[config.mk]
export PLATFORM = sky130hd
export DESIGN_NAME = fds_back
export DESIGN_NICKNAME = d
export VERILOG_FILES = /design/src/rtl/fds_pkg.sv /design/src/rtl/fds_back.sv
export SDC_FILE = /design/constraint.sdc
export NUM_CORES = 1
export LEC_CHECK = 0
export ABC_AREA = 1
export ABC_CLOCK_PERIOD_IN_PS = 4700
export BUFFER_PORTS_ARGS = -buffer_cell sky130_fd_sc_hd__buf_4
export CAP_MARGIN = 30
export CELL_PAD_IN_SITES_DETAIL_PLACEMENT = 1
export CELL_PAD_IN_SITES_GLOBAL_PLACEMENT = 1
export CORE_AREA = 10 10 155 157
export DETAILED_ROUTE_END_ITERATION = 6
export DIE_AREA = 0 0 165 167
export GPL_TIMING_DRIVEN = 1
export PLACE_DENSITY = 0.83
export SYNTH_ARGS = -nofsm -noshare
export SYNTH_HDL_FRONTEND = slang
export SYNTH_SLANG_ARGS = --single-unit
[constraint.sdc]
create_clock -name clk_i -period 4.7 [get_ports clk_i]
set_clock_uncertainty 0.1 [all_clocks]
set_input_delay 0.94 -clock clk_i [delete_from_list [all_inputs] [get_ports clk_i]]
set_output_delay 0.94 -clock clk_i [all_outputs]
set_load 0.05 [all_outputs]
[src/rtl/fds_pkg.sv]
// Shared types, constants and helpers of the frame difference scorer.
package fds_pkg;

  localparam int unsigned FRAME_W     = 32;
  localparam int unsigned SCORE_W     = 10;
  localparam int unsigned STEP_W      = 16;
  localparam int unsigned CNT_W       = 25;  // pixel count, up to the largest store + 1
  localparam int unsigned SUM_W       = 34;  // difference total of the largest store
  localparam int unsigned DIV_W       = 35;
  localparam int unsigned QUOT_BITS   = 10;
  localparam int unsigned QBIT_W      = 4;
  localparam int unsigned PIX_W       = 24;
  localparam int unsigned ADIFF_W     = 10;
  localparam int unsigned QUEUE_DEPTH = 4;
  localparam int unsigned SCORE_MAX   = 765;

  typedef struct packed {
    logic [7:0] blue;
    logic [7:0] green;
    logic [7:0] red;
    logic       end_of_frame;
  } pix_t;

  typedef struct packed {
    logic [FRAME_W-1:0] frame_index;
    logic [SCORE_W-1:0] score;
    logic               size_error;
  } result_t;

  // one finished sampled frame, waiting for its division
  typedef struct packed {
    logic [FRAME_W-1:0] frame_index;
    logic [SUM_W-1:0]   sum;
    logic [CNT_W-1:0]   count;
    logic               size_error;
  } job_t;

  typedef struct packed {
    logic empty;
    logic full;
    logic almost_full;
  } q_stat_t;

  typedef enum logic [1:0] {
    BK_IDLE,
    BK_DIV,
    BK_DONE
  } back_state_e;

  function automatic logic [7:0] absdiff8(input logic [7:0] a, input logic [7:0] b);
    absdiff8 = (a > b) ? (a - b) : (b - a);
  endfunction

endpackage

[src/rtl/fds_back.sv]
// Back end: restoring divider for the frame score and the output register.
module fds_back
  import fds_pkg::*;
(
  input  logic    clk_i,
  input  logic    rst_ni,
  input  job_t    job_i,
  input  q_stat_t qstat_i,
  output logic    pop_o,
  output logic    out_valid_o,
  input  logic    out_stall_i,
  output result_t out_data_o
);

  back_state_e          state_q, state_d;
  job_t                 job_q;
  logic [DIV_W-1:0]     rem_q;
  logic [QUOT_BITS-1:0] quo_q;
  logic [QBIT_W-1:0]    bit_q;
  logic                 out_valid_q;
  result_t              out_data_q;

  logic                 out_free;
  logic                 div_en;
  logic                 load_out;
  logic [DIV_W-1:0]     trial;
  logic                 fits;

  assign out_free = !out_valid_q || !out_stall_i;
  assign trial    = DIV_W'(job_q.count) << bit_q;
  assign fits     = (rem_q >= trial);

  always_comb begin
    state_d = state_q;
    case (state_q)
      BK_IDLE: begin
        if (!qstat_i.empty) begin
          state_d = BK_DIV;
        end
      end
      BK_DIV: begin
        if (bit_q == '0) begin
          state_d = BK_DONE;
        end
      end
      BK_DONE: begin
        if (out_free) begin
          state_d = BK_IDLE;
        end
      end
      default: state_d = BK_IDLE;
    endcase
  end

  always_comb begin
    pop_o    = 1'b0;
    div_en   = 1'b0;
    load_out = 1'b0;
    case (state_q)
      BK_IDLE: pop_o    = !qstat_i.empty;
      BK_DIV:  div_en   = 1'b1;
      BK_DONE: load_out = out_free;
      default: ;
    endcase
  end

  always_ff @(posedge clk_i or negedge rst_ni) begin
    if (!rst_ni) begin
      state_q     <= BK_IDLE;
      out_valid_q <= 1'b0;
    end else begin
      state_q <= state_d;
      if (load_out) begin
        out_valid_q <= 1'b1;
      end else if (!out_stall_i) begin
        out_valid_q <= 1'b0;
      end
    end
  end

  // quotient is known to fit in ten bits, so start at bit nine
  always_ff @(posedge clk_i) begin
    if (pop_o) begin
      job_q <= job_i;
      rem_q <= DIV_W'(job_i.sum);
      quo_q <= '0;
      bit_q <= QBIT_W'(QUOT_BITS - 1);
    end else if (div_en) begin
      if (fits) begin
        rem_q        <= DIV_W'(rem_q - trial);
        quo_q[bit_q] <= 1'b1;
      end
      bit_q <= QBIT_W'(bit_q - 1'b1);
    end
    if (load_out) begin
      out_data_q.frame_index <= job_q.frame_index;
      out_data_q.score       <= job_q.size_error ? '0 : quo_q;
      out_data_q.size_error  <= job_q.size_error;
    end
  end

  assign out_valid_o = out_valid_q;
  assign out_data_o  = out_data_q;

  a_score_bound : assert property (@(posedge clk_i) disable iff (!rst_ni)
    (load_out && !job_q.size_error) |-> (quo_q <= QUOT_BITS'(SCORE_MAX)))
    else $error("score above three channel maximum");

endmodule

# == Word-level counts from Yosys, hierarchy flattened ==
# Index checks and enable logic that the tools add are counted.
# W data, S select, Z words.
# word_totals
out_inout_bits,45
in_bits,98
word_cells,51
romBits,0
ff_bits,153
mem_count,0
latchBits,0
mem_bits_rw,0
# op_classes
n_eq_ne,6
div_mod_pow,0
order_cmp,3
n_reduce_logical,12
bitwise,1
n_addsub,2
n_mul,0
n_mux,14
shift,1
# ops
operator,count
$mux W34,3
$ge A35 B35 Y1,1
$shl A25 B4 Y35,1
$sub A35 B35 Y35,1
$or A10 B10 Y10,1
$mux W1,6
$mux W2,3
$ne A2 B2 Y1 const B,3
$pmux W2 S3,1
$lt A4 B5 Y1 const B,1
$demux W1 S4,1
$ge A4 B1 Y1 const B,1
$logic_not A4 Y1,1
$reduce_and A2 Y1,2
$reduce_bool A2 Y1,2
$sub A4 B1 Y4 const B,1
$logic_not A1 Y1,3
$reduce_and A3 Y1,1
$eq A2 B1 Y1 const B,1
$eq A2 B2 Y1 const B,1
$logic_not A2 Y1,1
$ne A2 B1 Y1 const B,1
$logic_and A1 B1 Y1,1
$logic_or A1 B1 Y1,1

# == Longest topological paths before layout ==
# depth
word_depth,5
ltp_mapped,24
depth_no_buf,24

# == Least setup slack after synthesis ==
# No wires, ideal clock.
# synth_timing
kind,input-to-output
start,in qstat_i[2] (netlist name)
end,out pop_o
arrival_ns,3.474
n_path_buf,1
setup_slack_ns,0.186
path_stages,2
t_required_ns,3.660
path_cell_list,nor2_1 clkbuf_1
# synth_via
elab_chain_len,2
# synth_rtl
item,line_no,rtl
start: declaration,fds_back.sv:8,"input q_stat_t qstat_i,"
$logic_not A1 Y1,fds_back.sv:60,BK_IDLE: pop_o = !qstat_i.empty;
$mux W1,fds_back.sv:59,case (state_q)
end: declaration,fds_back.sv:9,"output logic pop_o,"
# No other way between the ends.

# == Final worst setup path ==
# layout_timing
start,reg bit_q[0]
end,reg rem_q[5] (enable)
# layout_via
elab_chain_len,4
# layout_rtl
item,line_no,rtl
start: declaration,fds_back.sv:19,logic [QBIT_W-1:0] bit_q;
start signal: assignment,fds_back.sv:87,bit_q <= QBIT_W'(QUOT_BITS - 1);
start signal: assignment,fds_back.sv:93,bit_q <= QBIT_W'(bit_q - 1'b1);
$shl A25 B4 Y35,fds_back.sv:30,assign trial = DIV_W'(job_q.count) << bit_q;
$ge A35 B35 Y1,fds_back.sv:31,assign fits = (rem_q >= trial);
$reduce_bool A2 Y1 (no source line),-,
$reduce_and A2 Y1 (no source line),-,
end signal: assignment,fds_back.sv:85,rem_q <= DIV_W'(job_i.sum);
end signal: assignment,fds_back.sv:90,rem_q <= DIV_W'(rem_q - trial);
end: declaration,fds_back.sv:17,logic [DIV_W-1:0] rem_q;
# No other way between the ends.
# A chain may end at the register's enable or synchronous reset.

==> impl_results.md <==
- Status: complete, no violations
- Final TNS setup: 0 ns
- CTS tree: yes
- Placed wire-length estimate: 22700 um
- HP Class: input pin to asynchronous set/reset pin
- Initial DRC count: approximately 470
- Synthesized area: 8850 um^2
- FF-to-FF setup slack: 0.53 ns
- Worst slew margin: 0.317
- Synth warnings: 0
- Post-synthesis simple-gate area fraction: 0.259
- Final setup vio count: 0
- Hold buffers post-CTS: 0
- H-tree Lvls: 4
- WL per Instance: 19.6 um
- Max-slew violations: 0
- Unrepaired setup endpoints after global routing: false
- Fmax achieved: 240 MHz
- Vias per cell: 5.27
- CTS Root Cell: clkbuf_16
- Placeable Area: around 21000 um^2
- Area growth syn-to-layout: 23.0%
- Hold Fails Final Rpt: 0
- Crit path arrival time: 4.20 ns
- Post-synth EDFFs: ~140
- Via count: slightly below 8000
- Crit path kind: flip-flop to flip-flop
- Reg2Reg Depth: 19
- Startpoint Class: flip-flop
- DIE AREA: 27600 um^2
- Clock transition at the registers of the reported paths: 0.07 ns
- Minimum clock period: between 4 and 5 ns
- NumNets Final: 1344
- Fillers: 2522
- DRT antenna net count: 0
- Worst Path Required: 4.73 ns
- Worst Path Max Fanout: 34
- Total GRT Usage: 0.209
- Layout Cell Area excl Fill: 10900 um^2
- Synth Area in Compound Gates: 0.0997
- XOR/XNOR Fraction of Synth Area: 0.0109
- First-pass GRT wire length: 45000 um
- Least-Margin Pin Slew: a little over 1 ns
- Main combinational cell family by area after synthesis: simple AND/OR/NAND/NOR gates
- Syn Nets: 1200
- Mapped Cells: 1062
- Ant diodes: 0
- Die Height: 167 um
- Fin crit share: 0.887
- Reg-to-reg endpoint: rem_q[5]
- Rows: between 50 and 60
- Grt ovf: 0
- Reg2reg start: bit_q[0]
- CTS Buf Count: 17
- Largest buffer count on any clock path: 2
- Initial DRT Pass Iterations: 7
- Primary FF master, synth: edfxtp_1
- Initial antenna violation count: 0
- Setup Fix Bufs, Post-CTS: 0
- Die width: 165 um
- Buffers on Ports: 140
- Post-CTS sizing: 0
- Cell area after placement: 10200 um^2
- Sequential share of the synthesized area: 0.500
- Ports: 143
- Mean Syn Cell Area: 8.33 um^2
- Vias in the first global route: a little over 8000
- Clk sinks: 153
- Yosys reg bits: 153
- Synth unique cells: 42
- Mux share of post-synthesis cell area: 0.0124
- CP Launch Point: bit_q[0]
- FFs w/ async S/R, synth: 0.0196
- Initial Utilization: 0.425
- Layout cells sized above 1: 0.184
- Synth Area in Adders: 0.0574
- Max_cap viols: 0
- DRT Wirelength: 29300 um
- Setup crit end kind: flip-flop
- Largest net degree at the start of global routing: 93
- Clk_lat worst skew: 0.44 ns
- Gpl congestion: between 0.9 and 1
- Residual DRC: 0
==> per-stage QoR <==
stage / worst slack [ns] / hold WS [ns] / cells / utilization
3_3_place_gp: 0.740 / 0.300 / 1461 / 0.492
2_1_floorplan: 0.186 / 0.300 / 1062 / -
4_1_cts: 0.563 / 0.170 / 1493 / 0.522
5_1_grt: 0.221 / 0.171 / 1494 / 0.523
6_report: 0.532 / 0.181 / 1494 / 0.523
3_5_place_dp: 0.566 / 0.307 / 1461 / 0.492
==> state kept, by name, indices dropped and copies added (netlist names) <==
register and count:
out_data_o 43, out_valid_o 1, state_q 2, quo_q 10, job_q 58, rem_q 35
bit_q 4
==> area by class of cell <==
type                    instances  area [um^2]  area share
multi-input cells             771         3900       0.359
clock inverters                15          186      0.0171
flip-flops and latches        153         4430       0.407
clock buffers                  17          425      0.0391
repair buffers                154         1190       0.109
inverters                     109          409      0.0376
well taps                     275          344      0.0316
==> worst max-delay path by stage <==
stage and endpoint:
5_1_grt rem_q[1], 3_3_place_gp rem_q[23], 6_report rem_q[5], 2_1_floorplan pop_o
3_5_place_dp rem_q[23], 4_1_cts rem_q[1]
==> placed cells by master, fill, tap and decap left out, types with 9 or more instances in the layout <==
master     count
nand2_1      357
buf_4        152
edfxtp_1     135
inv_1        101
o21ai_0       76
nor2_1        75
nand3_1       66
a21oi_1       52
ha_1          39
clkbuf_16     17
dfxtp_1       15
mux2i_1       11
nand3b_1       9
nor3_1         9
xnor2_1        9
==> logic make-up (layout without fill, tap and decap cells) <==
group	after synthesis	in the layout
XOR/XNOR	11	11
multiplexers	11	11
adder cells (fa/ha/maj)	40	40
AO/OA/AOI/OAI	159	159
flip-flops	153	153
AND/OR/NAND/NOR	550	550
buffers and inverters	138	295
==> cells in the mapped netlist, types with 3 or more instances <==
library cell / instances / area [um^2]
o21a_1: 3 / 22.5
nand3b_1: 9 / 67.6
edfxtp_1: 135 / 4050
nor2_1: 76 / 285
xnor2_1: 9 / 78.8
o21ai_1: 3 / 15.0
nand2_1: 357 / 1340
clkbuf_1: 18 / 67.6
inv_1: 101 / 379
nor2_2: 8 / 50.1
inv_2: 5 / 18.8
nand3_1: 66 / 330
or2_2: 7 / 43.8
buf_2: 8 / 40.0
nand2_2: 6 / 37.5
ha_1: 39 / 488
or2_1: 3 / 18.8
nand4_1: 6 / 37.5
clkinv_1: 3 / 11.3
o21ai_0: 76 / 380
a21oi_1: 53 / 265
dfrtp_1: 3 / 75.1
o21bai_1: 8 / 60.1
nor3_1: 9 / 45.0
a22oi_1: 6 / 45.0
dfxtp_1: 15 / 300
mux2i_1: 11 / 110
==> critical path: stages, from the launching register on <==
cell	delay, ns
dfxtp_1	0.32
inv_1	0.46
buf_4	0.24
nand2_1	0.07
nand3_1	0.07
o21ai_0	0.12
o21ai_0	0.42
a21oi_1	0.20
ha_1	0.40
nand2_1	0.12
nor2_2	0.18
nand2_1	0.11
nor2_2	0.14
nand3b_1	0.10
nand2_1	0.08
nor2_1	0.06
nand2_4	0.15
nand2_2	0.12
nand2_1	0.12
buf_12	0.27
==> layer usage <==
metal	GRT usage	part of all wire
met1	0.244	0.41
met2	0.372	0.51
met3	0.0397	0.056
met4	0.0682	0.025
met5	0	0
Power is left out: the tool's default activity adds up to more than one toggle a clock period on the data nets, which glitch-free logic cannot reach.
