<file path="src/rtl/fds_pkg.sv">
// Shared types, constants and helpers of the frame difference scorer.
package fds_pkg;

  localparam int unsigned FRAME_W     = 32;
  localparam int unsigned SCORE_W     = 10;
  localparam int unsigned STEP_W      = 16;
  localparam int unsigned CNT_W       = 25;  // pixel count, up to the largest store + 1
  localparam int unsigned SUM_W       = 34;  // difference total of the largest store
  localparam int unsigned DIV_W       = 35;
  localparam int unsigned QUOT_BITS   = 10;
  localparam int unsigned QBIT_W      = 4;
  localparam int unsigned PIX_W       = 24;
  localparam int unsigned ADIFF_W     = 10;
  localparam int unsigned QUEUE_DEPTH = 4;
  localparam int unsigned SCORE_MAX   = 765;

  typedef struct packed {
    logic [7:0] blue;
    logic [7:0] green;
    logic [7:0] red;
    logic       end_of_frame;
  } pix_t;

  typedef struct packed {
    logic [FRAME_W-1:0] frame_index;
    logic [SCORE_W-1:0] score;
    logic               size_error;
  } result_t;

  // one finished sampled frame, waiting for its division
  typedef struct packed {
    logic [FRAME_W-1:0] frame_index;
    logic [SUM_W-1:0]   sum;
    logic [CNT_W-1:0]   count;
    logic               size_error;
  } job_t;

  typedef struct packed {
    logic empty;
    logic full;
    logic almost_full;
  } q_stat_t;

  typedef enum logic [1:0] {
    BK_IDLE,
    BK_DIV,
    BK_DONE
  } back_state_e;

  function automatic logic [7:0] absdiff8(input logic [7:0] a, input logic [7:0] b);
    absdiff8 = (a > b) ? (a - b) : (b - a);
  endfunction

endpackage

</file>
<file path="src/rtl/fds_queue.sv">
// Small job queue between the pixel front end and the divider back end.
module fds_queue
  import fds_pkg::*;
(
  input  logic    clk_i,
  input  logic    rst_ni,
  input  logic    push_i,
  input  job_t    job_i,
  input  logic    pop_i,
  output job_t    job_o,
  output q_stat_t stat_o
);

  localparam int unsigned PtrW = (QUEUE_DEPTH > 1) ? $clog2(QUEUE_DEPTH) : 1;
  localparam int unsigned CntW = $clog2(QUEUE_DEPTH + 1);

  job_t            entry_q [QUEUE_DEPTH];
  logic [PtrW-1:0] wr_ptr_q, wr_ptr_d;
  logic [PtrW-1:0] rd_ptr_q, rd_ptr_d;
  logic [CntW-1:0] cnt_q, cnt_d;

  always_comb begin
    wr_ptr_d = wr_ptr_q;
    rd_ptr_d = rd_ptr_q;
    cnt_d    = cnt_q;
    if (push_i) begin
      wr_ptr_d = (wr_ptr_q == PtrW'(QUEUE_DEPTH - 1)) ? '0 : PtrW'(wr_ptr_q + 1'b1);
    end
    if (pop_i) begin
      rd_ptr_d = (rd_ptr_q == PtrW'(QUEUE_DEPTH - 1)) ? '0 : PtrW'(rd_ptr_q + 1'b1);
    end
    if (push_i && !pop_i) begin
      cnt_d = CntW'(cnt_q + 1'b1);
    end else if (pop_i && !push_i) begin
      cnt_d = CntW'(cnt_q - 1'b1);
    end
  end

  always_ff @(posedge clk_i or negedge rst_ni) begin
    if (!rst_ni) begin
      wr_ptr_q <= '0;
      rd_ptr_q <= '0;
      cnt_q    <= '0;
    end else begin
      wr_ptr_q <= wr_ptr_d;
      rd_ptr_q <= rd_ptr_d;
      cnt_q    <= cnt_d;
    end
  end

  always_ff @(posedge clk_i) begin
    if (push_i) begin
      entry_q[wr_ptr_q] <= job_i;
    end
  end

  assign job_o              = entry_q[rd_ptr_q];
  assign stat_o.empty       = (cnt_q == '0);
  assign stat_o.full        = (cnt_q == CntW'(QUEUE_DEPTH));
  assign stat_o.almost_full = (cnt_q >= CntW'(QUEUE_DEPTH - 1));

endmodule

</file>
<file path="config.mk">
export PLATFORM = sky130hd
export DESIGN_NAME = fds_queue
export DESIGN_NICKNAME = d
export VERILOG_FILES = /design/src/rtl/fds_pkg.sv /design/src/rtl/fds_queue.sv
export SDC_FILE = /design/constraint.sdc
export NUM_CORES = 1
export LEC_CHECK = 0
export BUFFER_PORTS_ARGS = -buffer_cell sky130_fd_sc_hd__buf_2
export CAP_MARGIN = 20
export CORE_MARGIN = 2
export CORE_UTILIZATION = 57
export CTS_BUF_LIST = sky130_fd_sc_hd__clkbuf_8 sky130_fd_sc_hd__clkbuf_16
export CTS_CLUSTER_SIZE = 40
export DETAILED_ROUTE_END_ITERATION = 8
export PLACE_DENSITY_LB_ADDON = 0.08
export SYNTH_ARGS = -nofsm -noshare
export SYNTH_HDL_FRONTEND = slang
export SYNTH_SLANG_ARGS = --single-unit
</file>
<file path="constraint.sdc">
create_clock -name clk_i -period 4.6 [get_ports clk_i]
set_clock_uncertainty 0.1 [all_clocks]
set_input_delay 0.92 -clock clk_i [delete_from_list [all_inputs] [get_ports clk_i]]
set_output_delay 0.92 -clock clk_i [all_outputs]
set_load 0.05 [all_outputs]
</file>
* After elaboration in Yosys (flattened, before gate mapping)
Memory sizes are Yosys's and may differ from the RTL's.
Cells that the tools add are included.
Widths: inputs -> output; s select.
** Word-level totals
- Flip-flop bits (word level) :: 7
- Bits in writable memories :: 368
- Bits of input ports :: 96
- Output and inout bits :: 95
- Word-level logic and storage cells :: 24
- Memories kept :: 1
** Operators by class
- $add $sub $neg :: 4
- Order comparisons :: 1
- Equality and inequality tests :: 3
- Multiplexer cells :: 6
- Reductions and logical operators :: 6
** Memories
- entry_q :: depth 4, bits a word 92, read ports 1, clocked after Yosys merged registers in 0, write ports 1, line fds_queue.sv:17 : job_t entry_q [QUEUE_DEPTH];
** Operators with widths (number)
- $mux 3 :: 2
- $add 2x1->2 const B :: 2
- $eq 2x2->1 const B :: 2
- $mux 2 :: 2
- $add 3x1->3 const B :: 1
- $eq 3x3->1 const B :: 1
- $ge 3x2->1 const B :: 1
- $logic_not 3->1 :: 1
- $sub 3x1->3 const B :: 1
- $logic_and 1x1->1 :: 2
- $logic_not 1->1 :: 2
- $mux 1 :: 2
- $reduce_bool 2->1 :: 1

* Logic depth before layout (Yosys ltp)
Gate-level depths: netlist (run 1).
- Word-level depth :: 4
- Mapped depth :: 7
- Gate-level depth less buffers :: 7

* Worst setup path before layout (run 1)
OpenSTA, ideal clock, no wires.
- Path kind :: input -> register
- From :: input port push_i
- To :: memory entry_q[2][0] (netlist name) (enable)
- Library setup time :: 461 ps
- Arrival :: 3051 ps
- Data required time :: 4039 ps
- Slack :: 989 ps
- Stages on the path :: 1
- Buffers on the path :: 0
- Path through :: and2_1
** On the way
- Longest elaborated chain between the ends :: 2
** RTL lines
- from (decl) :: line fds_queue.sv:7 : input logic push_i,
- $mux 1 :: line fds_queue.sv:52 : if (push_i) begin
- $mux 1 (implied by the code) :: line fds_queue.sv:53 : entry_q[wr_ptr_q] <= job_i;
- to (decl) :: line fds_queue.sv:17
No other way between the ends.

==> impl_metrics.py, run 1 <==
metrics = {
    "status": {
        "status": "finished, final reports clean",
    },
    "power_and_ir_drop": {
        "ir_worst_vdd_uv": 690,
        "p_leak_nw": 5.63,
        "power_density_nw_per_um2": 734,
        "p_total_mw": 12.0,
    },
    "synth": {
        "synthTopCellsByCount": "368 x edfxtp_1, 92 x mux4_2, 8 x buf_2",
        "yosys_register_bits": 375,
        "yosysMostFrequentCell": "edfxtp_1",
        "yosysTopAreaCellShare_pct": 80.3,
        "yosys.area.top_type": "edfxtp_1",
        "synth-warning-count": 0,
        "synth_area_per_cell_um2": 26.5,
        "seq_area_frac_synth_pct": 81.6,
        "ys_top_cells_by_area": "edfxtp_1 80%, mux4_2 15%, dfrtp_1 1.3%",
        "synthDistinctLibCells": 22,
        "synth_edf_count": 368,
        "synth_area_um2": 13800,
        "synth_fp_nets": 622,
        "syn_inst": 519,
        "async_flop_share_pct": 1.87,
        "synth_flop_cell": "edfxtp_1",
    },
    "worst_setup_path": {
        "worst_r2r_path_depth": 4,
        "worstReg2RegEnd": "entry_q[1][22]$_DFFE_PP_",
        "required_ns": 3.58,
        "critPathMaxStageDelay_ns": 0.84,
        "endpoint_kind": "output port",
        "path_cells": "buf_12, mux4_2, buf_2",
        "arrival_ns": 2.57,
        "cp-start-kind": "register",
        "cp_top_family": "flip-flops",
        "reg2reg_from": "wr_ptr_q[1]$_DFFE_PN0P_",
        "crit_path_start": "rd_ptr_q[0]$_DFFE_PN0P_",
        "path_class": "reg2out",
        "r2r_slack_ns": 2.34,
        "path_buf_inv": 2,
        "critical_path.slowest_cell": "dfrtp_4",
        "cp_max_fo": 41,
    },
    "clocking": {
        "clk_path_buf_depth": 3,
        "cts_tree": "done",
        "cts.sinks": 375,
        "clockRootBuffer": "clkbuf_16",
        "cts_inserted_buffers": 38,
        "clkTransAtPathRegs_ns": 0.06,
        "cts_resized": 0,
        "htreeDepth": 2,
        "post_cts_buffers": 0,
        "holdBufCountCts": 0,
        "clock_latency_ns": 0.50,
    },
    "route": {
        "vias_per_cell": 5.59,
        "ant_nets": 0,
        "topRoutingLayerUsed": "met4",
        "drc": 0,
        "dr.first_iter.drc_count": 334,
        "met1_length_um": 9740,
        "dr_wl_met3_um": 1680,
        "drtPass1Iterations": 4,
        "vias": 6104,
        "wl_met2_um": 12100,
        "wire_per_inst_um": 22.0,
        "wl_um": 24000,
    },
    "global_route": {
        "grt_first_pass_wirelength_um": 37500,
        "grt_start_max_net_pins": 58,
        "grt-ovfl-total": 0,
        "grt_antenna_before_repair": 5,
        "grt_pass1_vias": 6698,
        "grt.total_usage_pct": 19.5,
    },
    "placement": {
        "gp_congestion": 0.726,
        "portBuffers": 190,
        "placed_cell_area_um2": 15000,
        "dp_hpwl_um": 14400,
    },
    "sta": {
        "tightest_slew_ns": 0.906,
        "setup_viol": 0,
        "final.period_utilization_pct": 77.9,
        "final_max_slew_viol_count": 0,
        "rsz0062_at_grt": "false",
        "fin_setup_tns_ns": 0,
        "fmax_mhz": 279,
        "period_minus_slack_ns": 3.59,
        "hold_viol": 0,
        "relSlewSlack_pct": 39.6,
    },
    "final_layout": {
        "synthToLayoutAreaGrowth_pct": 18.4,
        "drive_above_1_share_pct": 46.6,
        "finalNetCount": 842,
        "finalInstanceArea_um2": 16300,
        "n_fill_cell": 1503,
    },
    "floorplan": {
        "start_util_pct": 58.3,
        "dieArea_um2": 25400,
        "die_y_um": 159,
        "rows": 56,
        "fp.coreArea_um2": 23600,
        "fp.dieW_um": 159,
        "ios": 191,
    },
    "job": {
        "cap_violations": 0,
    },
    "hold_path": {
        "hold_path_class": "in2async",
    },
}
==> worst register-to-register path, stage by stage, from the launching register on <==
cell	delay, ns
dfrtp_1	0.41
inv_1	0.11
ha_1	0.15
and2_4	0.65
buf_4	0.50
==> registers in the layout, indices dropped and copies added, names as in the netlist <==
signal / count
cnt_q: 3
entry_q: 368
rd_ptr_q: 2
wr_ptr_q: 2
==> worst max path at each step <==
stage,depth (start not counted),endpoint
global route,3,job_o[80]
floorplan,1,entry_q[2][0]$_DFFE_PP_
global placement,3,job_o[31]
finish,3,job_o[14]
detailed placement,3,job_o[69]
CTS,3,job_o[69]
==> layout by cell type, fill, tap and decap left out, types with 3 or more instances in the layout <==
| master | count |
|---|---|
| and2_4 | 4 |
| buf_12 | 3 |
| buf_2 | 190 |
| buf_4 | 8 |
| bufinv_16 | 4 |
| clkbuf_16 | 41 |
| clkinv_1 | 6 |
| clkinv_2 | 9 |
| dfrtp_1 | 5 |
| diode_2 | 7 |
| edfxtp_1 | 368 |
| ha_1 | 6 |
| inv_1 | 10 |
| mux2_2 | 3 |
| mux4_2 | 92 |
| nor2_1 | 3 |
==> logic make-up after synthesis <==
group,synth area share [%]
flops,81.6
mux,15.3
buf+inv,1.68
simple gates,0.409
fa+ha+maj,0.691
compound gates,0.127
xor+xnor,0.191
==> power by group <==
| group | leakage, nW | switching (mW) | internal, mW |
|---|---|---|---|
| sequential | 3.46 | 0.300 | 4.38 |
| clock | 0.643 | 1.17 | 1.83 |
| combinational | 1.53 | 2.96 | 1.31 |
==> layer usage <==
metal / vias up / track usage (%)
met5: - / 0
met4: 0 / 5.50
met3: 40 / 5.26
met2: 189 / 32.5
met1: 3186 / 25.8
li1: 2689 / -
==> stage by stage <==
stage          utilization (%)  setup WS [ns]  hold slack, ns  instances
2_1_floorplan                -          0.989           0.378        519
4_1_cts                   68.9          0.913           0.128       1085
6_report                  69.0           1.01           0.147       1092
3_5_place_dp              63.6           1.46           0.408       1018
5_1_grt                   69.0          0.837           0.140       1088
3_3_place_gp              63.6           1.46           0.398       1018
==> layout make-up <==
type	instances	area, µm²	share of cell area, %
timing repair buffer	201	1070	6.57
clock inverter	26	219	1.34
antenna	7	17.5	0.108
clock buffer	41	1030	6.30
sequential	375	11200	69.0
multi-input combinational	119	2310	14.2
inverter	4	15.0	0.0922
tap	319	399	2.45
No activity file was read; power rests on OpenSTA's default activity.
==> run 2: changes to the inputs <==
--- a/config.mk
+++ b/config.mk
@@ -5,10 +5,11 @@
 export SDC_FILE = /design/constraint.sdc
 export NUM_CORES = 1
 export LEC_CHECK = 0
+export ABC_AREA = 1
 export BUFFER_PORTS_ARGS = -buffer_cell sky130_fd_sc_hd__buf_2
 export CAP_MARGIN = 20
 export CORE_MARGIN = 2
-export CORE_UTILIZATION = 57
+export CORE_UTILIZATION = 52
 export CTS_BUF_LIST = sky130_fd_sc_hd__clkbuf_8 sky130_fd_sc_hd__clkbuf_16
 export CTS_CLUSTER_SIZE = 40
 export DETAILED_ROUTE_END_ITERATION = 8
==> constraint.sdc (replaced) <==
create_clock -name clk_i -period 3 [get_ports clk_i]
set_clock_uncertainty 0.1 [all_clocks]
set_input_delay 0.6 -clock clk_i [delete_from_list [all_inputs] [get_ports clk_i]]
set_output_delay 0.6 -clock clk_i [all_outputs]
set_load 0.05 [all_outputs]
==> run 2 against run 1 <==
  * Global-route usage decreased by 0.75 points
  * Critical path depth rose by 2
  * Setup slack got worse by 0.87 ns
  * Clock-buffer cell count decreased by 2
  * Sequential cell count is the same
  * Via count rose by 43%
  * Sequential power increased by 48%
  * Clock power up 48%
  * Synthesized cell count rose by 120%
  * Highest routed layer is now met5
  * Die area increased by 21%
  * Final cell count rose by 59%
==> impl_metrics.py, run 2 <==
metrics = {
    "status": {
        "status": "finished, final reports clean",
    },
    "route": {
        "drc": 0,
        "dr.first_iter.drc_count": 553,
        "wl_um": 29100,
        "topRoutingLayerUsed": "met5",
        "vias_per_cell": 5.01,
        "wl_met2_um": 14400,
        "drtPass1Iterations": 5,
        "vias": 8699,
        "ant_nets": 0,
        "dr_wl_met3_um": 1750,
        "met1_length_um": 12300,
        "wire_per_inst_um": 16.7,
    },
    "final_layout": {
        "finalNetCount": 1427,
        "final_cell_mix": "368 x edfxtp_1, 293 x nand2_1, 201 x inv_1",
        "drive_above_1_share_pct": 21.7,
        "largestRegisters": "entry_q (368), cnt_q (3)",
        "final_common_cell": "edfxtp_1",
        "regMostFlops": "entry_q",
        "synthToLayoutAreaGrowth_pct": 17.0,
        "fin_util_pct": 61.9,
        "largest_reg_flops": 368,
    },
    "worst_setup_path": {
        "required_ns": 2.30,
        "cp_top_family": "buffers and inverters",
        "path_depth": 5,
        "path_class": "reg2out",
        "worst_r2r_path_depth": 5,
        "crit_path_start": "rd_ptr_q[0]$_DFFE_PN0P_",
        "critical_path.slowest_cell": "dfrtp_2",
        "arrival_ns": 2.15,
        "path_cells": "bufinv_16, buf_16, o211ai_1, nand2_1, buf_2",
        "reg2reg_from": "wr_ptr_q[0]$_DFFE_PN0P_",
        "r2r_slack_ns": 1.10,
        "endpoint_kind": "output port",
        "worstReg2RegEnd": "entry_q[2][68]$_DFFE_PP_",
        "crit_end": "job_o[48]",
        "cp-start-kind": "register",
        "critPathMaxStageDelay_ns": 0.51,
        "path_buf_inv": 3,
        "cp_max_fo": 60,
    },
    "placement": {
        "portBuffers": 190,
        "gp_congestion": 0.720,
        "dp_hpwl_um": 16500,
    },
    "synth": {
        "synth_area_per_cell_um2": 13.5,
        "synthTopCellsByCount": "368 x edfxtp_1, 293 x nand2_1, 196 x inv_1",
        "synth_fp_nets": 1230,
        "yosysTopAreaCellShare_pct": 72.7,
        "syn_inst": 1127,
        "async_flop_share_pct": 1.87,
        "yosys.area.top_type": "edfxtp_1",
        "yosys_register_bits": 375,
        "seq_area_frac_synth_pct": 73.9,
        "synth_area_um2": 15200,
        "yosysMostFrequentCell": "edfxtp_1",
        "ys_top_cells_by_area": "edfxtp_1 73%, o211ai_1 8.1%, nand2_1 7.2%",
        "synth_edf_count": 368,
        "synthDistinctLibCells": 19,
        "synth-warning-count": 0,
        "synth_flop_cell": "edfxtp_1",
    },
    "sta": {
        "hold_viol": 0,
        "rsz0062_at_grt": "false",
        "tightest_slew_ns": 0.536,
        "relSlewSlack_pct": 64.3,
        "fmax_mhz": 351,
        "fin_setup_tns_ns": 0,
        "setup_viol": 0,
        "fin_hold_ws_ns": 0.197,
        "final_max_slew_viol_count": 0,
        "period_minus_slack_ns": 2.85,
        "final.period_utilization_pct": 95.1,
    },
    "power_and_ir_drop": {
        "p_leak_nw": 7.28,
        "ir_worst_vdd_uv": 703,
        "power_density_nw_per_um2": 1090,
        "p_total_mw": 19.4,
    },
    "clocking": {
        "cts.sinks": 375,
        "clk_path_buf_depth": 3,
        "cts_tree": "done",
        "cts_inserted_buffers": 38,
        "clkTransAtPathRegs_ns": 0.06,
        "clockRootBuffer": "clkbuf_16",
        "htreeDepth": 2,
        "clock_latency_ns": 0.51,
    },
    "floorplan": {
        "fp.dieW_um": 175,
        "die_y_um": 175,
        "ios": 191,
        "dieArea_um2": 30600,
        "fp.coreArea_um2": 28700,
        "start_util_pct": 52.9,
        "rows": 62,
    },
    "global_route": {
        "grt_antenna_before_repair": 3,
        "grt-ovfl-total": 0,
        "grt_first_pass_wirelength_um": 44600,
        "grt_start_max_net_pins": 94,
        "grt.total_usage_pct": 18.7,
        "grt_pass1_vias": 8516,
    },
    "hold_path": {
        "hold_path_class": "in2reg",
    },
    "job": {
        "cap_violations": 0,
    },
}
-- run 2: cell count changes after synthesis, sizes merged, moves of 35 or more --
cell	previous run	this run
nand2	2	293
inv	4	197
o211ai	0	184
mux4	92	0
buf	19	54
-- run 2: cell type report --
cell class	count	area [µm²]
inverter	197	778
clock inverter	27	193
timing repair inverter	2	17.5
timing repair buffer	215	1370
fill	2220	10900
clock buffer	39	976
tap	384	480
antenna	1	2.50
sequential	375	11200
multi-input combinational	495	2730
-- run 2: where the power goes --
group / total, mW / leakage [nW] / switching (mW) / internal, mW
Clock: 4.43 / 0.615 / 1.83 / 2.60
Combinational: 8.00 / 3.21 / 6.08 / 1.91
Sequential: 6.93 / 3.46 / 0.227 / 6.71
-- run 2: worst reg2reg max path: cells and delay by family, from the launching register on --
family | cells | cell delay (ns)
DFF | 1 | 0.41
and+or+nand+nor | 1 | 0.08
buffers and inverters | 3 | 0.84
adders and majority gates | 1 | 0.15
-- run 2: kinds of logic (layout without fill, tap and decap cells) --
logic type | count (synthesis) | in the layout | synth area share (%)
DFF | 375 | 375 | 73.9
adders and majority gates | 7 | 7 | 0.626
xor gates and xnor gates | 1 | 1 | 0.0576
other | 0 | 1 | 0
and+or+nand+nor | 299 | 299 | 7.43
AOI/OAI and AO/OA | 188 | 188 | 9.88
buffers and inverters | 257 | 480 | 8.14
-- run 2: how the worst min path moves through the flow --
stage | start | end | slack [ns] | cells after the start
after floorplan | rst_ni | cnt_q[0]$_DFFE_PN0P_ | 0.20 | 0
after global placement | rst_ni | cnt_q[2]$_DFFE_PN0P_ | 0.35 | 1
after detailed placement | rst_ni | cnt_q[0]$_DFFE_PN0P_ | 0.35 | 1
after CTS | job_i[43] | entry_q[3][43]$_DFFE_PP_ | 0.17 | 1
after global routing | job_i[43] | entry_q[3][43]$_DFFE_PP_ | 0.18 | 1
final | job_i[40] | entry_q[2][40]$_DFFE_PP_ | 0.20 | 1
-- run 2: per-layer routing --
metal / vias up / GRT usage, %
li1: 4343 / -
met1: 4114 / 23.5
met2: 195 / 32.3
met3: 43 / 4.87
met4: 4 / 5.24
met5: - / 0
-- run 2: per-stage QoR --
stage          instances  setup WS, ns  area, µm²
6_report            1735         0.148      17800
5_1_grt             1735        0.0277      17800
4_1_cts             1731      0.000195      17700
3_5_place_dp        1664         0.558      16500
3_3_place_gp        1664         0.578      16500
2_1_floorplan       1127        0.0155      15200
-- run 2: what timing repair did --
action                                  CTS  global route
hold buffers                              1             0
endpoints found under the hold margin     7             0
endpoints found under the setup margin    0            67
buffers inserted                          0             0
resized for setup                         0             5
==> run 3: changes to the inputs <==
--- a/config.mk
+++ b/config.mk
@@ -5,11 +5,10 @@
 export SDC_FILE = /design/constraint.sdc
 export NUM_CORES = 1
 export LEC_CHECK = 0
-export ABC_AREA = 1
 export BUFFER_PORTS_ARGS = -buffer_cell sky130_fd_sc_hd__buf_2
 export CAP_MARGIN = 20
 export CORE_MARGIN = 2
-export CORE_UTILIZATION = 52
+export CORE_UTILIZATION = 51
 export CTS_BUF_LIST = sky130_fd_sc_hd__clkbuf_8 sky130_fd_sc_hd__clkbuf_16
 export CTS_CLUSTER_SIZE = 40
 export DETAILED_ROUTE_END_ITERATION = 8
==> run 3 against run 2 <==
  * Non-clock buffer count decreased by 6
  * Die area decreased by 7.5%
  * Cell area decreased by 7.1%
  * Global-route usage decreased by 0.48 points
  * Core utilization decreased by 0.12 points
  * Largest power group is now sequential cells
  * Highest routed layer unchanged
==> impl_metrics.py, run 3 (synthesis results as in run 1) <==
metrics = {
    "route": {
        "wl_um": 25200,
        "drc": 0,
        "vias": 6158,
        "wire_per_inst_um": 22.5,
        "dr.first_iter.drc_count": 458,
        "ant_nets": 0,
        "vias_per_cell": 5.50,
        "drtPass1Iterations": 7,
    },
    "floorplan": {
        "rows": 60,
        "fp.coreArea_um2": 26700,
        "ios": 191,
        "dieArea_um2": 28300,
        "die_y_um": 168,
        "fp.dieW_um": 168,
        "start_util_pct": 51.5,
    },
    "final_layout": {
        "drive_above_1_share_pct": 46.4,
        "finalInstanceArea_um2": 16500,
        "n_fill_cell": 1888,
        "synthToLayoutAreaGrowth_pct": 20.1,
        "largestRegisters": "entry_q (368), cnt_q (3)",
        "largest_reg_flops": 368,
        "final_cell_mix": "368 x edfxtp_1, 190 x buf_2, 92 x mux4_2",
        "final_common_cell": "edfxtp_1",
        "finalNetCount": 851,
        "regMostFlops": "entry_q",
    },
    "clocking": {
        "htreeDepth": 2,
        "cts_tree": "done",
        "clockRootBuffer": "clkbuf_16",
        "post_cts_buffers": 0,
        "clock_latency_ns": 0.50,
        "cts.sinks": 375,
        "clk_path_buf_depth": 3,
        "cts_inserted_buffers": 39,
        "clkTransAtPathRegs_ns": 0.06,
    },
    "worst_setup_path": {
        "endpoint_kind": "output port",
        "cp_top_family": "multiplexers",
        "arrival_ns": 2.17,
        "path_class": "reg2out",
        "critical_path.slowest_cell": "mux4_2",
        "crit_path_start": "rd_ptr_q[0]$_DFFE_PN0P_",
        "cp_max_fo": 43,
        "critPathMaxStageDelay_ns": 0.60,
        "r2r_slack_ns": 1.06,
        "cp-start-kind": "register",
        "reg2reg_from": "wr_ptr_q[0]$_DFFE_PN0P_",
        "required_ns": 2.30,
        "path_buf_inv": 2,
        "path_cells": "buf_12, mux4_2, buf_2",
    },
    "sta": {
        "hold_viol": 0,
        "setup_viol": 0,
        "final.period_utilization_pct": 95.7,
        "final_max_slew_viol_count": 0,
        "rsz0062_at_grt": "false",
        "period_minus_slack_ns": 2.87,
        "fin_setup_tns_ns": 0,
        "fmax_mhz": 348,
        "fin_hold_ws_ns": 0.203,
        "tightest_slew_ns": 0.603,
        "relSlewSlack_pct": 59.8,
    },
    "status": {
        "status": "finished, final reports clean",
    },
    "placement": {
        "placed_cell_area_um2": 15200,
        "portBuffers": 190,
        "dp_hpwl_um": 15100,
        "gp_congestion": 0.724,
    },
    "job": {
        "cap_violations": 0,
    },
    "power_and_ir_drop": {
        "p_leak_nw": 5.74,
        "ir_worst_vdd_uv": 878,
        "power_density_nw_per_um2": 1140,
    },
    "hold_path": {
        "hold_path_class": "in2reg",
        "min_from": "job_i[38]",
    },
    "global_route": {
        "grt_pass1_vias": 6826,
        "grt.total_usage_pct": 18.3,
        "grt-ovfl-total": 0,
        "grt_first_pass_wirelength_um": 38700,
        "grt_start_max_net_pins": 55,
        "grt_antenna_before_repair": 2,
    },
}
## run 3: changes by cell type in the layout (fill, tap and decap cells not counted), moves of 5 or more
cell and delta:
inv_4 -5, buf_12 -6, o211ai_1 -164, mux4_2 +92, nand2_1 -291, o211ai_2 -20
inv_1 -186
## run 3: power breakdown
group / leakage [nW] / switching (mW) / internal, mW
sequential: 3.46 / 0.278 / 6.72
clock: 0.691 / 1.82 / 3.06
combinational: 1.59 / 4.80 / 2.10
## run 3: worst reg2reg max path, stage by stage, from the launching register on
cell and delay (ns):
dfrtp_1 0.41, inv_1 0.12, ha_1 0.17, and2_4 0.45, buf_4 0.37
## run 3: final timing paths
| path | endpoint | cells past startpoint |
|---|---|---|
| hold / removal | entry_q[2][38]$_DFFE_PP_ | 1 |
| setup / recovery | job_o[60] | 3 |
| min in group asynchronous | cnt_q[2]$_DFFE_PN0P_ | 2 |
| setup reg to reg | entry_q[2][86]$_DFFE_PP_ | 4 |
| hold reg to reg | cnt_q[2]$_DFFE_PN0P_ | 1 |
| max in group asynchronous | rd_ptr_q[1]$_DFFE_PN0P_ | 2 |
## run 3: area by class of cell
class | count | area, µm² | share of cell area (%)
antenna | 1 | 2.50 | 0.0151
clock buffer | 41 | 1030 | 6.21
clock inverter | 30 | 302 | 1.83
inverter | 4 | 15.0 | 0.0909
multi-input combinational | 119 | 2310 | 14.0
sequential | 375 | 11200 | 68.0
tap | 341 | 427 | 2.58
timing repair buffer | 209 | 1200 | 7.29
## run 3: routing by layer
layer	vias to the layer above	wire (µm)	GRT usage (%)
li1	2707	-	-
met1	3250	10400	23.4
met2	157	12900	31.5
met3	42	1400	4.82
met4	2	425	4.65
met5	-	7	0
## run 3: what timing repair did
action	CTS	global route
hold endpoints to repair	7	0
resized for setup	0	1
hold buffers	1	0
endpoints found under the setup margin	0	4
## run 3: stage by stage
| stage | total power, mW | util (%) | instances | setup WS (ns) |
|---|---|---|---|---|
| after global placement | 14.0 | 56.8 | 1047 | 0.614 |
| after global routing | 19.5 | 61.8 | 1119 | 0.00958 |
| after detailed placement | 14.1 | 56.8 | 1047 | 0.621 |
| after floorplan | 12.6 | - | 519 | 0.687 |
| after CTS | 19.0 | 61.8 | 1119 | 0.0626 |
| final | 18.8 | 61.8 | 1120 | 0.128 |
